===== src/rtl/rpm_pkg.sv =====
// Shared types, codes and helpers for the reply pattern matcher.
package rpm_pkg;

  localparam int BYTE_W       = 8;
  localparam int PAT_W        = 64;
  localparam int PAT_MAX      = 8;   // bytes held by the pattern register
  localparam int CNT_W        = 4;
  localparam int POS_W        = 16;
  localparam int LIMIT_W      = 8;
  localparam int HEX_W        = 32;
  localparam int NIB_W        = 4;
  localparam int MODE_W       = 3;
  localparam int STATUS_W     = 2;
  localparam int CFG_IDX_W    = 3;
  localparam int IN_DATA_W    = 8;
  localparam int OUT_DATA_W   = 40;

  localparam int PATTERN_BYTES_DEF  = 8;
  localparam int HEX_DIGITS_MAX_DEF = 8;

  // search modes
  localparam logic [MODE_W-1:0] MODE_WHOLE  = 3'd0;
  localparam logic [MODE_W-1:0] MODE_STOP   = 3'd1;
  localparam logic [MODE_W-1:0] MODE_HEXRUN = 3'd2;
  localparam logic [MODE_W-1:0] MODE_WINDOW = 3'd3;
  localparam logic [MODE_W-1:0] MODE_HEXCAP = 3'd4;

  // result status
  localparam logic [STATUS_W-1:0] ST_MATCH     = 2'd0;
  localparam logic [STATUS_W-1:0] ST_NOT_FOUND = 2'd1;
  localparam logic [STATUS_W-1:0] ST_HEX_OK    = 2'd2;
  localparam logic [STATUS_W-1:0] ST_HEX_SHORT = 2'd3;

  // register indexes
  localparam logic [CFG_IDX_W-1:0] REG_MODE    = 3'd0;
  localparam logic [CFG_IDX_W-1:0] REG_PATTERN = 3'd1;
  localparam logic [CFG_IDX_W-1:0] REG_PAT_LEN = 3'd2;
  localparam logic [CFG_IDX_W-1:0] REG_OFFSET  = 3'd3;
  localparam logic [CFG_IDX_W-1:0] REG_LIMIT   = 3'd4;
  localparam logic [CFG_IDX_W-1:0] REG_STOP    = 3'd5;

  // ASCII offsets for digit conversion
  localparam logic [BYTE_W-1:0] DIGIT_OFS = 8'd48;
  localparam logic [BYTE_W-1:0] UPPER_OFS = 8'd55;
  localparam logic [BYTE_W-1:0] LOWER_OFS = 8'd87;

  typedef struct packed {
    logic [CNT_W-1:0]    hex_count;
    logic [HEX_W-1:0]    hex_value;
    logic [STATUS_W-1:0] status;
  } result_t;

  typedef struct packed {
    logic             valid;
    logic [NIB_W-1:0] value;
  } nibble_t;

  function automatic nibble_t hex_nibble(input logic [BYTE_W-1:0] c);
    nibble_t    r;
    logic [BYTE_W-1:0] d;
    r = '0;
    d = '0;
    if (c >= "0" && c <= "9") begin
      d = c - DIGIT_OFS;
      r.valid = 1'b1;
    end else if (c >= "A" && c <= "F") begin
      d = c - UPPER_OFS;
      r.valid = 1'b1;
    end else if (c >= "a" && c <= "f") begin
      d = c - LOWER_OFS;
      r.valid = 1'b1;
    end
    r.value = d[NIB_W-1:0];
    return r;
  endfunction

endpackage


===== src/rtl/rpm_cell.sv =====
// One window cell: holds one recent byte, passes it on, compares the incoming byte.
module rpm_cell
  import rpm_pkg::*;
(
  input  logic              clk,
  input  logic              shift,
  input  logic [BYTE_W-1:0] byte_in,
  input  logic [BYTE_W-1:0] want,
  output logic [BYTE_W-1:0] byte_out,
  output logic              eq
);

  logic [BYTE_W-1:0] held;

  always_ff @(posedge clk) begin
    if (shift) begin
      held <= byte_in;
    end
  end

  // compare against the byte this cell holds after the shift
  assign eq       = (byte_in == want);
  assign byte_out = held;

endmodule


===== src/rtl/rpm_out_buf.sv =====
// Two-entry result queue between the matcher and the output channel.
module rpm_out_buf
  import rpm_pkg::*;
(
  input  logic                  clk,
  input  logic                  rst,
  input  logic                  push,
  input  result_t               push_data,
  output logic                  full,
  output logic                  m_axis_tvalid,
  input  logic                  m_axis_tready,
  output logic [OUT_DATA_W-1:0] m_axis_tdata  // status[1:0], hex_value[33:2], hex_count[37:34]
);

  result_t    entry [2];
  logic [1:0] count;
  logic       pop;
  logic       wsel;

  assign pop  = m_axis_tvalid && m_axis_tready;
  assign wsel = (count == 2'd2) || (count == 2'd1 && !pop);

  always_ff @(posedge clk) begin
    if (rst) begin
      count <= '0;
    end else begin
      count <= count + 2'(push) - 2'(pop);
    end
  end

  // head takes a new item when it lands there, else the second entry moves up
  always_ff @(posedge clk) begin
    if (push && !wsel) begin
      entry[0] <= push_data;
    end else if (pop) begin
      entry[0] <= entry[1];
    end
    if (push && wsel) begin
      entry[1] <= push_data;
    end
  end

  assign full          = (count == 2'd2);
  assign m_axis_tvalid = (count != 2'd0);
  assign m_axis_tdata  = {(OUT_DATA_W - $bits(result_t))'(0), entry[0]};

endmodule


===== src/rtl/reply_pattern_matcher.sv =====
// Top level of the reply pattern matcher: registers, search control and window chain.
//
// Reply bytes enter on the s_axis channel, one per item, with tlast on the
// final byte of a string. Each string gives exactly one status item on the
// m_axis channel: on the byte that decides it, or on the last byte. The user writes
// registers (cfg_we / cfg_index / cfg_data) only while idle; the block does not enforce it.
//
// Throughput: one byte per cycle while the result queue is not full. The
// window is a row of byte cells that shift once per accepted byte the mode
// pushes in; each cell compares the byte it receives with its pattern byte,
// and one AND across the row plus the mode counters settle the result in the
// same cycle. A result is registered in the output queue before m_axis sees it.
// Results wait in a two-entry queue; s_axis_tready drops only while both
// entries are full, so a stalled receiver holds back input after two results.
// Reset (rst, synchronous) returns registers to their defaults (mode 0,
// pattern length 1, the rest zero), clears the search state and empties the
// queue.
module reply_pattern_matcher
  import rpm_pkg::*;
#(
  parameter int PATTERN_BYTES  = PATTERN_BYTES_DEF,
  parameter int HEX_DIGITS_MAX = HEX_DIGITS_MAX_DEF
) (
  input  logic                  clk,
  input  logic                  rst,
  input  logic                  s_axis_tvalid,
  output logic                  s_axis_tready,
  input  logic [IN_DATA_W-1:0]  s_axis_tdata,   // data_byte[7:0]
  input  logic                  s_axis_tlast,   // last_byte
  output logic                  m_axis_tvalid,
  input  logic                  m_axis_tready,
  output logic [OUT_DATA_W-1:0] m_axis_tdata,   // status[1:0], hex_value[33:2], hex_count[37:34]
  input  logic                  cfg_we,
  input  logic [CFG_IDX_W-1:0]  cfg_index,
  input  logic [PAT_W-1:0]      cfg_data
);

  localparam int CELLS = (PATTERN_BYTES < PAT_MAX) ? PATTERN_BYTES : PAT_MAX;
  localparam logic [CNT_W-1:0] CELLS_C = CNT_W'(CELLS);
  localparam logic [CNT_W-1:0] HEX_MAX = CNT_W'(HEX_DIGITS_MAX);

  // registers
  logic [MODE_W-1:0]  search_mode;
  logic [PAT_W-1:0]   pattern;
  logic [CNT_W-1:0]   pattern_length;
  logic [POS_W-1:0]   start_offset;
  logic [LIMIT_W-1:0] window_limit;
  logic [BYTE_W-1:0]  stop_char;

  // search state
  logic [CNT_W-1:0]   window_fill;
  logic [POS_W-1:0]   byte_position;
  logic [LIMIT_W-1:0] examined_count;
  logic [HEX_W-1:0]   hex_accumulator;
  logic [CNT_W-1:0]   hex_digits_seen;
  logic               decided;

  logic [LIMIT_W-1:0] examined_count_next;
  logic [HEX_W-1:0]   hex_accumulator_next;
  logic [CNT_W-1:0]   hex_digits_seen_next;
  logic [CNT_W-1:0]   window_fill_next;

  logic               accept;
  logic               out_full;
  logic [BYTE_W-1:0]  data_byte;
  logic               last_byte;
  logic [CNT_W-1:0]   used_len;
  logic [CNT_W-1:0]   hex_lim;
  logic               in_zone;
  logic               push;
  logic               match;
  logic               emit;
  result_t            res;
  nibble_t            nib;

  logic [BYTE_W-1:0]  chain_in [CELLS];
  logic [BYTE_W-1:0]  chain_out[CELLS];
  logic [BYTE_W-1:0]  want     [CELLS];
  logic [CELLS-1:0]   eq;
  logic [CELLS-1:0]   used;

  assign data_byte     = s_axis_tdata[BYTE_W-1:0];
  assign last_byte     = s_axis_tlast;
  assign s_axis_tready = !out_full;
  assign accept        = s_axis_tvalid && s_axis_tready;

  always_ff @(posedge clk) begin
    if (rst) begin
      search_mode    <= MODE_WHOLE;
      pattern        <= '0;
      pattern_length <= CNT_W'(1);
      start_offset   <= '0;
      window_limit   <= '0;
      stop_char      <= '0;
    end else if (cfg_we) begin
      unique case (cfg_index)
        REG_MODE:    search_mode    <= cfg_data[MODE_W-1:0];
        REG_PATTERN: pattern        <= cfg_data;
        REG_PAT_LEN: pattern_length <= cfg_data[CNT_W-1:0];
        REG_OFFSET:  start_offset   <= cfg_data[POS_W-1:0];
        REG_LIMIT:   window_limit   <= cfg_data[LIMIT_W-1:0];
        REG_STOP:    stop_char      <= cfg_data[BYTE_W-1:0];
        default:     ;
      endcase
    end
  end

  // effective pattern length, clamped to 1..CELLS
  always_comb begin
    used_len = pattern_length;
    if (used_len == '0) begin
      used_len = CNT_W'(1);
    end else if (used_len > CELLS_C) begin
      used_len = CELLS_C;
    end
  end

  assign hex_lim = (window_limit > LIMIT_W'(HEX_MAX)) ? HEX_MAX : window_limit[CNT_W-1:0];

  // window chain: cell 0 takes the newest byte, cell j lines up with pattern byte len-1-j
  for (genvar j = 0; j < CELLS; j++) begin : g_cell
    logic [CNT_W-1:0] pidx;
    assign pidx    = used_len - CNT_W'(j) - CNT_W'(1);
    assign want[j] = pattern[{pidx[2:0], 3'b000} +: BYTE_W];
    assign used[j] = (CNT_W'(j) < used_len);
    if (j == 0) begin : g_head
      assign chain_in[j] = data_byte;
    end else begin : g_link
      assign chain_in[j] = chain_out[j-1];
    end
    rpm_cell u_cell (
      .clk      (clk),
      .shift    (accept && push),
      .byte_in  (chain_in[j]),
      .want     (want[j]),
      .byte_out (chain_out[j]),
      .eq       (eq[j])
    );
  end

  assign window_fill_next = (window_fill < CELLS_C) ? window_fill + CNT_W'(1) : window_fill;
  assign match = (window_fill_next >= used_len) && (&(eq | ~used));
  assign in_zone = (byte_position >= start_offset);
  assign nib = hex_nibble(data_byte);

  always_comb begin
    emit                 = 1'b0;
    push                 = 1'b0;
    res.status           = ST_NOT_FOUND;
    examined_count_next  = examined_count;
    hex_accumulator_next = hex_accumulator;
    hex_digits_seen_next = hex_digits_seen;
    if (!decided) begin
      unique case (search_mode)
        MODE_WHOLE: begin
          push = 1'b1;
          if (match) begin
            emit       = 1'b1;
            res.status = ST_MATCH;
          end
        end
        MODE_STOP: begin
          if (data_byte == stop_char) begin
            emit = 1'b1;
          end else begin
            push = 1'b1;
            if (match) begin
              emit       = 1'b1;
              res.status = ST_MATCH;
            end
          end
        end
        MODE_HEXRUN: begin
          if (in_zone) begin
            if (!nib.valid) begin
              emit = 1'b1;
            end else begin
              push = 1'b1;
              if (match) begin
                emit       = 1'b1;
                res.status = ST_MATCH;
              end
            end
          end
        end
        MODE_WINDOW: begin
          if (in_zone) begin
            if (examined_count >= window_limit) begin
              emit = 1'b1;
            end else begin
              push                = 1'b1;
              examined_count_next = examined_count + LIMIT_W'(1);
              if (match) begin
                emit       = 1'b1;
                res.status = ST_MATCH;
              end else if (examined_count_next >= window_limit) begin
                emit = 1'b1;
              end
            end
          end
        end
        MODE_HEXCAP: begin
          if (in_zone) begin
            if (hex_digits_seen >= hex_lim) begin
              emit       = 1'b1;
              res.status = ST_HEX_OK;
            end else if (!nib.valid) begin
              emit       = 1'b1;
              res.status = ST_HEX_SHORT;
            end else begin
              hex_accumulator_next = {hex_accumulator[HEX_W-NIB_W-1:0], nib.value};
              hex_digits_seen_next = hex_digits_seen + CNT_W'(1);
              if (hex_digits_seen_next >= hex_lim) begin
                emit       = 1'b1;
                res.status = ST_HEX_OK;
              end
            end
          end
        end
        default: ;
      endcase
      if (!emit && last_byte) begin
        emit       = 1'b1;
        res.status = (search_mode == MODE_HEXCAP) ? ST_HEX_SHORT : ST_NOT_FOUND;
      end
    end
    res.hex_value = (search_mode == MODE_HEXCAP) ? hex_accumulator_next : '0;
    res.hex_count = (search_mode == MODE_HEXCAP) ? hex_digits_seen_next : '0;
  end

  always_ff @(posedge clk) begin
    if (rst) begin
      window_fill     <= '0;
      byte_position   <= '0;
      examined_count  <= '0;
      hex_accumulator <= '0;
      hex_digits_seen <= '0;
      decided         <= 1'b0;
    end else if (accept) begin
      if (last_byte) begin
        window_fill     <= '0;
        byte_position   <= '0;
        examined_count  <= '0;
        hex_accumulator <= '0;
        hex_digits_seen <= '0;
        decided         <= 1'b0;
      end else begin
        if (push) begin
          window_fill <= window_fill_next;
        end
        if (byte_position != '1) begin
          byte_position <= byte_position + POS_W'(1);
        end
        examined_count  <= examined_count_next;
        hex_accumulator <= hex_accumulator_next;
        hex_digits_seen <= hex_digits_seen_next;
        decided         <= decided || emit;
      end
    end
  end

  rpm_out_buf u_out_buf (
    .clk           (clk),
    .rst           (rst),
    .push          (accept && emit),
    .push_data     (res),
    .full          (out_full),
    .m_axis_tvalid (m_axis_tvalid),
    .m_axis_tready (m_axis_tready),
    .m_axis_tdata  (m_axis_tdata)
  );

  // end of string returns the search to its open state
  a_clear_on_last: assert property (@(posedge clk) disable iff (rst)
    accept && last_byte |=> !decided && byte_position == '0 && window_fill == '0)
    else $error("search state not cleared after last byte");

  // a decided string never produces a second result
  a_single_result: assert property (@(posedge clk) disable iff (rst)
    decided |-> !emit)
    else $error("second result for one string");

  a_fill_bound: assert property (@(posedge clk) disable iff (rst)
    window_fill <= CELLS_C && hex_digits_seen <= HEX_MAX)
    else $error("window fill or digit count out of range");

endmodule

===== config.mk =====
export PLATFORM = sky130hd
export DESIGN_NAME = reply_pattern_matcher
export DESIGN_NICKNAME = d
export VERILOG_FILES = /design/src/rtl/rpm_pkg.sv /design/src/rtl/rpm_cell.sv /design/src/rtl/rpm_out_buf.sv /design/src/rtl/reply_pattern_matcher.sv
export SDC_FILE = /design/constraint.sdc
export NUM_CORES = 1
export LEC_CHECK = 0
export BUFFER_PORTS_ARGS = -buffer_cell sky130_fd_sc_hd__buf_4
export CAP_MARGIN = 0
export CELL_PAD_IN_SITES_DETAIL_PLACEMENT = 2
export CELL_PAD_IN_SITES_GLOBAL_PLACEMENT = 2
export CORE_MARGIN = 2
export CORE_UTILIZATION = 35
export CTS_CLUSTER_DIAMETER = 80
export DETAILED_ROUTE_END_ITERATION = 16
export PLACE_DENSITY_LB_ADDON = 0.2
export REMOVE_ABC_BUFFERS = 1
export SYNTH_ARGS = -nofsm -noshare
export SYNTH_HDL_FRONTEND = slang
export SYNTH_SLANG_ARGS = --single-unit

===== constraint.sdc =====
create_clock -name clk -period 9.4 [get_ports clk]
set_input_delay 1.88 -clock clk [delete_from_list [all_inputs] [get_ports clk]]
set_output_delay 1.88 -clock clk [all_outputs]
set_load 0.005 [all_outputs]

==> results of run 1 <==
[path summary, 6_finish.rpt]
path / endpoint / slack, ns
max reg2reg: u_out_buf.count[1] / 3.60
min reg2reg: window_limit[4] / 0.45
min: window_limit[4] / 0.45
max: u_out_buf.count[1] / 3.60
[metal layers]
metal / share of wire, % / vias to the layer above / routed length [um] / GRT usage (%)
met4: 2.9 / 6 / 1710 / 7.46
met2: 47 / 337 / 27900 / 39.0
met1: 45 / 7229 / 26600 / 30.8
li1: - / 6621 / - / -
met3: 5.3 / 102 / 3140 / 4.73
met5: 0.069 / - / 41 / 0
[power groups by stage]
stage,Sequential [uW],Clock [uW],Combinational (uW)
floorplan,1670,0,361
global placement,1680,0,645
detailed placement,1680,0,665
CTS,1660,1550,669
global route,1670,1600,717
finish,1660,1510,656
[flip-flops by register name, indices dropped and copies added (netlist names), 16 cells and up]
| signal | count |
|---|---|
| pattern | 64 |
| hex_accumulator | 32 |
| g_cell.u_cell.byte_out | 56 |
| start_offset | 16 |
| byte_position | 16 |
| u_out_buf.entry | 76 |
[synthesized netlist by cell type (all sizes together), types with 10 or more instances]
cell    count  area share (%)
a21oi     187             5.5
and3       16            0.58
mux4       27             3.5
nand4      38             1.4
or3        11            0.40
nor2      128             2.9
and2       22            0.80
edfxtp    132              23
o21ai      55             1.6
mux2i      44             2.6
clkbuf     69             1.5
o22ai      17            0.62
nand2     306             6.7
xnor2      49             2.6
nand3      38             1.1
inv        48             1.1
nor4       10            0.37
nor2b      12            0.44
buf        81             3.4
xor2       41             2.2
a31oi      14            0.51
nor3       21            0.64
mux2       51             3.8
dfxtp     170              20
ha         54             3.9
a22oi      58             2.5
nand2b     19            0.71
[placed cells by master, fill, tap and decap left out, types with 10 or more instances in the layout]
master	instances
a21oi_1	186
a22oi_1	58
a31oi_1	14
and2_1	22
and3_1	16
buf_4	141
clkbuf_16	40
dfxtp_1	167
edfxtp_1	132
ha_1	54
inv_1	46
mux2_2	31
mux2_4	20
mux2i_1	44
mux4_2	27
nand2_1	306
nand2b_1	18
nand3_1	38
nand4_1	38
nor2_1	122
nor2b_1	12
nor3_1	20
nor4_1	10
o21ai_0	52
o22ai_1	17
or3_1	11
xnor2_1	48
xor2_1	40
[logic make-up (layout without fill, tap and decap cells)]
group / count (synthesis) / in the layout / synth area share, %
AOI/OAI and AO/OA: 414 / 414 / 14.9
xor gates and xnor gates: 90 / 90 / 4.82
adders and majority gates: 54 / 54 / 3.94
buffers and inverters: 198 / 259 / 5.93
DFF: 302 / 302 / 43.0
muxes: 122 / 122 / 9.91
other: 1 / 2 / 0.0219
and+or+nand+nor: 650 / 650 / 17.5
[stage by stage]
| stage | instance area [um2] | instances |
|---|---|---|
| finish | 19500 | 2515 |
| global route | 19500 | 2515 |
| global placement | 18200 | 2445 |
| CTS | 19500 | 2515 |
| floorplan | 16300 | 1682 |
| detailed placement | 18200 | 2445 |
[critical path: cells and delay by family, from the launching register on]
kind	cells	cell delay [ns]
DFF	1	0.33
xor gates and xnor gates	2	0.32
adders and majority gates	3	1.15
buffers and inverters	4	0.80
AOI/OAI and AO/OA	6	1.54
and+or+nand+nor	4	1.47
[cell type report]
cell class                      count  area (um2)  share of cell area, %
Multi-Input combinational cell   1332        8810                   45.2
Sequential cell                   302        7370                   37.8
Clock buffer                       53        1120                   5.76
Timing Repair Buffer              141        1060                   5.43
Tap cell                          622         778                   4.00
Inverter                           48         180                  0.925
Clock inverter                     17         160                  0.822
==> metrics.cfg, run 1 <==
[floorplan]
io_pins = 123
die_w_um = 225
die_h_um = 225
initial_core_util_pct = 35.2
core_um2 = 48600
dieArea_um2 = 50800
num_rows = 81

[clock_network]
clk_pin_slew_worst_paths_ns = 0.06
clk_latency_ns = 0.57
post-cts-setup-buffers = 0
cts_made_buffers = 38
cts_hold_repair.buffers = 0
clock_path_buffers = 3
clock-root-buffer = clkbuf_16
cts_resized = 0
cts_max_level = 2
cts_tree = done
clock_sinks = 302

[power]
powerDensity_nw_per_um2 = 196
total_power_uw = 3830
max-vdd-ir-drop_mv = 0.101
p_int_uw = 2750
switching_share_pct = 28.2
p_clk_share_pct = 39.6
p_leak_uw = 0.00698
pwr-share-seq_pct = 43.3
p_comb_share_pct = 17.2
netSwitchingPower_uw = 1080

[setup_path]
cp_slowest_cell = ha_1
crit_start = pattern_length[3]
crit_path_max_incr_delay_ns = 0.61
crit_path_end_kind = flop
cp_max_fo = 26
r2r_start = pattern_length[3]
crit_chain = buf_4 -> nand2b_2 -> inv_1 -> ha_1 -> inv_1 -> nor2_2 -> a22oi_1 -> a21oi_1 -> o2111ai_1 -> o32a_1 -> or4_4 -> o31ai_1 -> o21ai_0 -> ha_1 -> inv_1 -> ha_1 -> xor2_1 -> xnor2_1 -> nor2_1
rr_worst_depth = 19
worstSetupPathType = reg -> reg
required_ns = 9.84
start_kind = flop
cp_data_arrival_time_ns = 6.24

[sta]
fin_crit_sh_pct = 61.7
maxSlewHeadroom_pct = 27.8
setup_viol = 0
finalCriticalPeriod_ns = 5.80
hold_viol_final = 0
rsz0062_at_grt = false
fmax_mhz = 173
clock_skew_ns = 0.0151
timing.setup.tns_ns = 0
fin_ws_ns = 3.60
hold_slack_ns = 0.455
slew_violations = 0
worstMarginPinSlew_ns = 1.08

[final_layout]
syn2layout_area_growth_pct = 13.6
drive_gt1_share_pct = 16.4
insertedDiodeCount = 0
fin_nets = 1998
final_core_util_pct = 40.0
nFillCells = 5278

[global_route]
antenna_found_initial = 3
grt_max_degree = 73
grt_overflow_total = 0
grt_pass1_wl_um = 91900
grt_pass1_vias = 15500
grt_usage_pct = 23.5

[logic_synthesis]
synth_warnings = 0
synth_seq_cells = 302
synth-seq-area-share_pct = 43.0
syn_avg_cell_area_um2 = 9.36
synthArstFlopShare_pct = 0
synthDistinctLibCells = 82
synth_edf_count = 132
synth_area_um2 = 17100
synth_ff_type = dfxtp_1
synthCells = 1831

[hold_path]
hp-start = window_limit[4]
hp-class = reg -> reg
hold_depth = 2

[placement]
gp_congestion = 0.913
hpwl_um = 42000
pre_cts_ws_ns = 3.15
portBuffers = 120

[drt]
drc_errors = 0
firstDrtPassIters = 5
viasPerCell = 5.68
vias = 14300
drt_iter0_drc = 923
wl_per_cell_um = 23.6
ant_nets = 0
postRouteWirelength_um = 59500

[status]
status = complete, no violations

[run]
max_cap_viol_count = 0

(Power assumes the default switching activity.)
==> run 2: changes to the inputs <==
==> constraint.sdc (replaced) <==
create_clock -name clk -period 4.7 [get_ports clk]
set_input_delay 0.94 -clock clk [delete_from_list [all_inputs] [get_ports clk]]
set_output_delay 0.94 -clock clk [all_outputs]
set_load 0.005 [all_outputs]
==> metrics.cfg, run 2 (synthesis gave the netlist of run 1 again) <==
[power]
total_power_uw = 7660  ; was 3830 uW
p_int_uw = 5440  ; was 2750 uW
p_clk_share_pct = 37.3  ; was 39.6%
p_comb_share_pct = 19.2  ; was 17.2%
pwr-share-seq_pct = 43.5  ; was 43.3%
powerDensity_nw_per_um2 = 374  ; was 196 nW/um2
netSwitchingPower_uw = 2220  ; was 1080 uW
switching_share_pct = 29.0  ; was 28.2%
p_leak_uw = 0.00747  ; was 0.00698 uW
max-vdd-ir-drop_mv = 0.231  ; was 0.101 mV

[hold_path]
hold_path_end = start_offset[3]  ; was window_limit[4]
hp-start = start_offset[3]  ; was window_limit[4]
hp-class = reg -> reg  ; unchanged
hold_depth = 2  ; unchanged

[clock_network]
clk_latency_ns = 0.57  ; about the same
cts_made_buffers = 38  ; unchanged
cts_hold_repair.buffers = 0  ; unchanged
clock_sinks = 302  ; unchanged
cts_tree = done  ; unchanged
clock-root-buffer = clkbuf_16  ; unchanged
clk_pin_slew_worst_paths_ns = 0.06  ; about the same
cts_max_level = 2  ; unchanged
clock_path_buffers = 3  ; unchanged

[drt]
firstDrtPassIters = 5  ; unchanged
viasPerCell = 5.69  ; was 5.68
drc_errors = 0  ; unchanged
drt_iter0_drc = 881  ; was 923
vias = 14900  ; was 14,300
postRouteWirelength_um = 64300  ; was 59,500 um
wl_per_cell_um = 24.6  ; was 23.6 um
ant_nets = 0  ; unchanged

[global_route]
grt_max_degree = 96  ; was 73
antenna_found_initial = 3  ; unchanged
grt_pass1_vias = 15700  ; was 15,500
grt_pass1_wl_um = 97100  ; was 91,900 um
grt_usage_pct = 25.1  ; was 23.5%
grt_overflow_total = 0  ; unchanged

[floorplan]
core_um2 = 48600  ; unchanged
io_pins = 123  ; unchanged
initial_core_util_pct = 35.2  ; unchanged
die_w_um = 225  ; unchanged
dieArea_um2 = 50800  ; unchanged
die_h_um = 225  ; unchanged
num_rows = 81  ; unchanged

[final_layout]
final_cell_mix = nand2_1 (306), buf_4 (219), a21oi_1 (186)  ; was nand2_1 (306), a21oi_1 (186), dfxtp_1 (167)
largest_reg_flops = 76  ; unchanged
syn2layout_area_growth_pct = 19.6  ; was 13.6%
regMostFlops = u_out_buf.entry  ; unchanged
insertedDiodeCount = 0  ; unchanged
mostFrequentLayoutCell = nand2_1  ; unchanged
fin_nets = 2097  ; was 1,998
nFillCells = 5276  ; was 5,278
drive_gt1_share_pct = 20.7  ; was 16.4%

[sta]
clock_skew_ns = 0.0185  ; was 0.0151 ns
hold_slack_ns = 0.454  ; was 0.455 ns
hold_viol_final = 0  ; unchanged
finalCriticalPeriod_ns = 4.60  ; was 5.80 ns
slew_violations = 0  ; unchanged
fin_crit_sh_pct = 97.9  ; was 61.7%
setup_viol = 0  ; unchanged
maxSlewHeadroom_pct = 37.0  ; was 27.8%
fmax_mhz = 217  ; was 173 MHz
worstMarginPinSlew_ns = 0.937  ; was 1.08 ns
timing.setup.tns_ns = 0  ; unchanged

[setup_path]
crit_path_end_kind = flop  ; unchanged
r2r_start = pattern_length[1]  ; was pattern_length[3]
r2r_end = u_out_buf.count[1]  ; unchanged
worstSetupPathType = reg -> reg  ; unchanged
r2r_slack_ns = 0.1  ; was 3.60 ns
cp_max_fo = 19  ; was 26
start_kind = flop  ; unchanged
cp_data_arrival_time_ns = 5.03  ; was 6.24 ns
required_ns = 5.13  ; was 9.84 ns
rr_worst_depth = 18  ; was 19

[placement]
gp_congestion = 0.907  ; was 0.913
portBuffers = 120  ; unchanged
hpwl_um = 45900  ; was 42,000 um

[run]
max_cap_viol_count = 0  ; unchanged

[status]
status = complete, no violations  ; unchanged

[run 2: cell type report]
cell class | count | area [um2] | share of cell area, %
Sequential cell | 302 | 7370 | 36.0
Timing Repair Buffer | 240 | 2040 | 9.93
Multi-Input combinational cell | 1332 | 8920 | 43.5
Clock buffer | 53 | 1020 | 4.96
Tap cell | 622 | 778 | 3.80
Clock inverter | 17 | 183 | 0.891
Inverter | 48 | 183 | 0.891
[run 2: metrics by stage]
step	cell area, um2	worst slack [ns]	util, %	std cells
after CTS	20200	0.00875	41.5	2596
after global placement	19000	-0.203	39.0	2526
final	20500	0.0989	42.1	2614
after floorplan	16300	-4.45	-	1682
after detailed placement	19000	-0.430	39.0	2526
after global routing	20500	-0.0617	42.1	2614
[run 2: worst max-delay path by stage]
stage	cells past startpoint	start	to	slack [ns]
6_report	18	pattern_length[1]	u_out_buf.count[1]	0.1
5_1_grt	19	pattern_length[1]	u_out_buf.count[1]	-0.06
4_1_cts	19	pattern_length[1]	u_out_buf.count[1]	0.009
3_5_place_dp	19	pattern_length[0]	u_out_buf.count[1]	-0.43
3_3_place_gp	19	pattern_length[0]	u_out_buf.count[1]	-0.20
2_1_floorplan	13	s_axis_tdata[1]	window_fill[1]	-4.45
[run 2: critical path, cell delays in order, from the launching register on]
cell	delay, ns
dfxtp_1	0.32
buf_4	0.18
buf_6	0.17
nor2_1	0.62
a2bb2oi_1	0.19
o22ai_1	0.30
xnor2_1	0.11
a221o_1	0.30
nor4_1	0.21
o2bb2ai_1	0.16
or4_4	0.55
o31ai_4	0.25
o21ai_1	0.12
ha_1	0.33
inv_1	0.06
ha_1	0.20
xor2_2	0.19
xnor2_1	0.14
nor2_1	0.05
[run 2: per-layer routing]
layer	global-route usage, %	wire length, um	vias up
met4	7.09	1650	2
li1	-	-	6820
met5	0	13	-
met2	42.6	30800	414
met3	4.08	3490	103
met1	33.0	28400	7547
[run 2: power groups by stage]
| stage | registers (uW) | clock network, uW | logic (uW) |
|---|---|---|---|
| after CTS | 3330 | 2930 | 1460 |
| after floorplan | 3350 | 0 | 721 |
| after global placement | 3370 | 0 | 1400 |
| final | 3330 | 2860 | 1470 |
| after detailed placement | 3390 | 0 | 1450 |
| after global routing | 3360 | 3040 | 1590 |
[run 2: repair_timing]
item | in CTS | in global routing
buffers inserted | 0 | 14
pin swaps | 1 | 4
gates resized for setup | 10 | 23
gates cloned | 0 | 4
endpoints found under the setup margin | 116 | 67
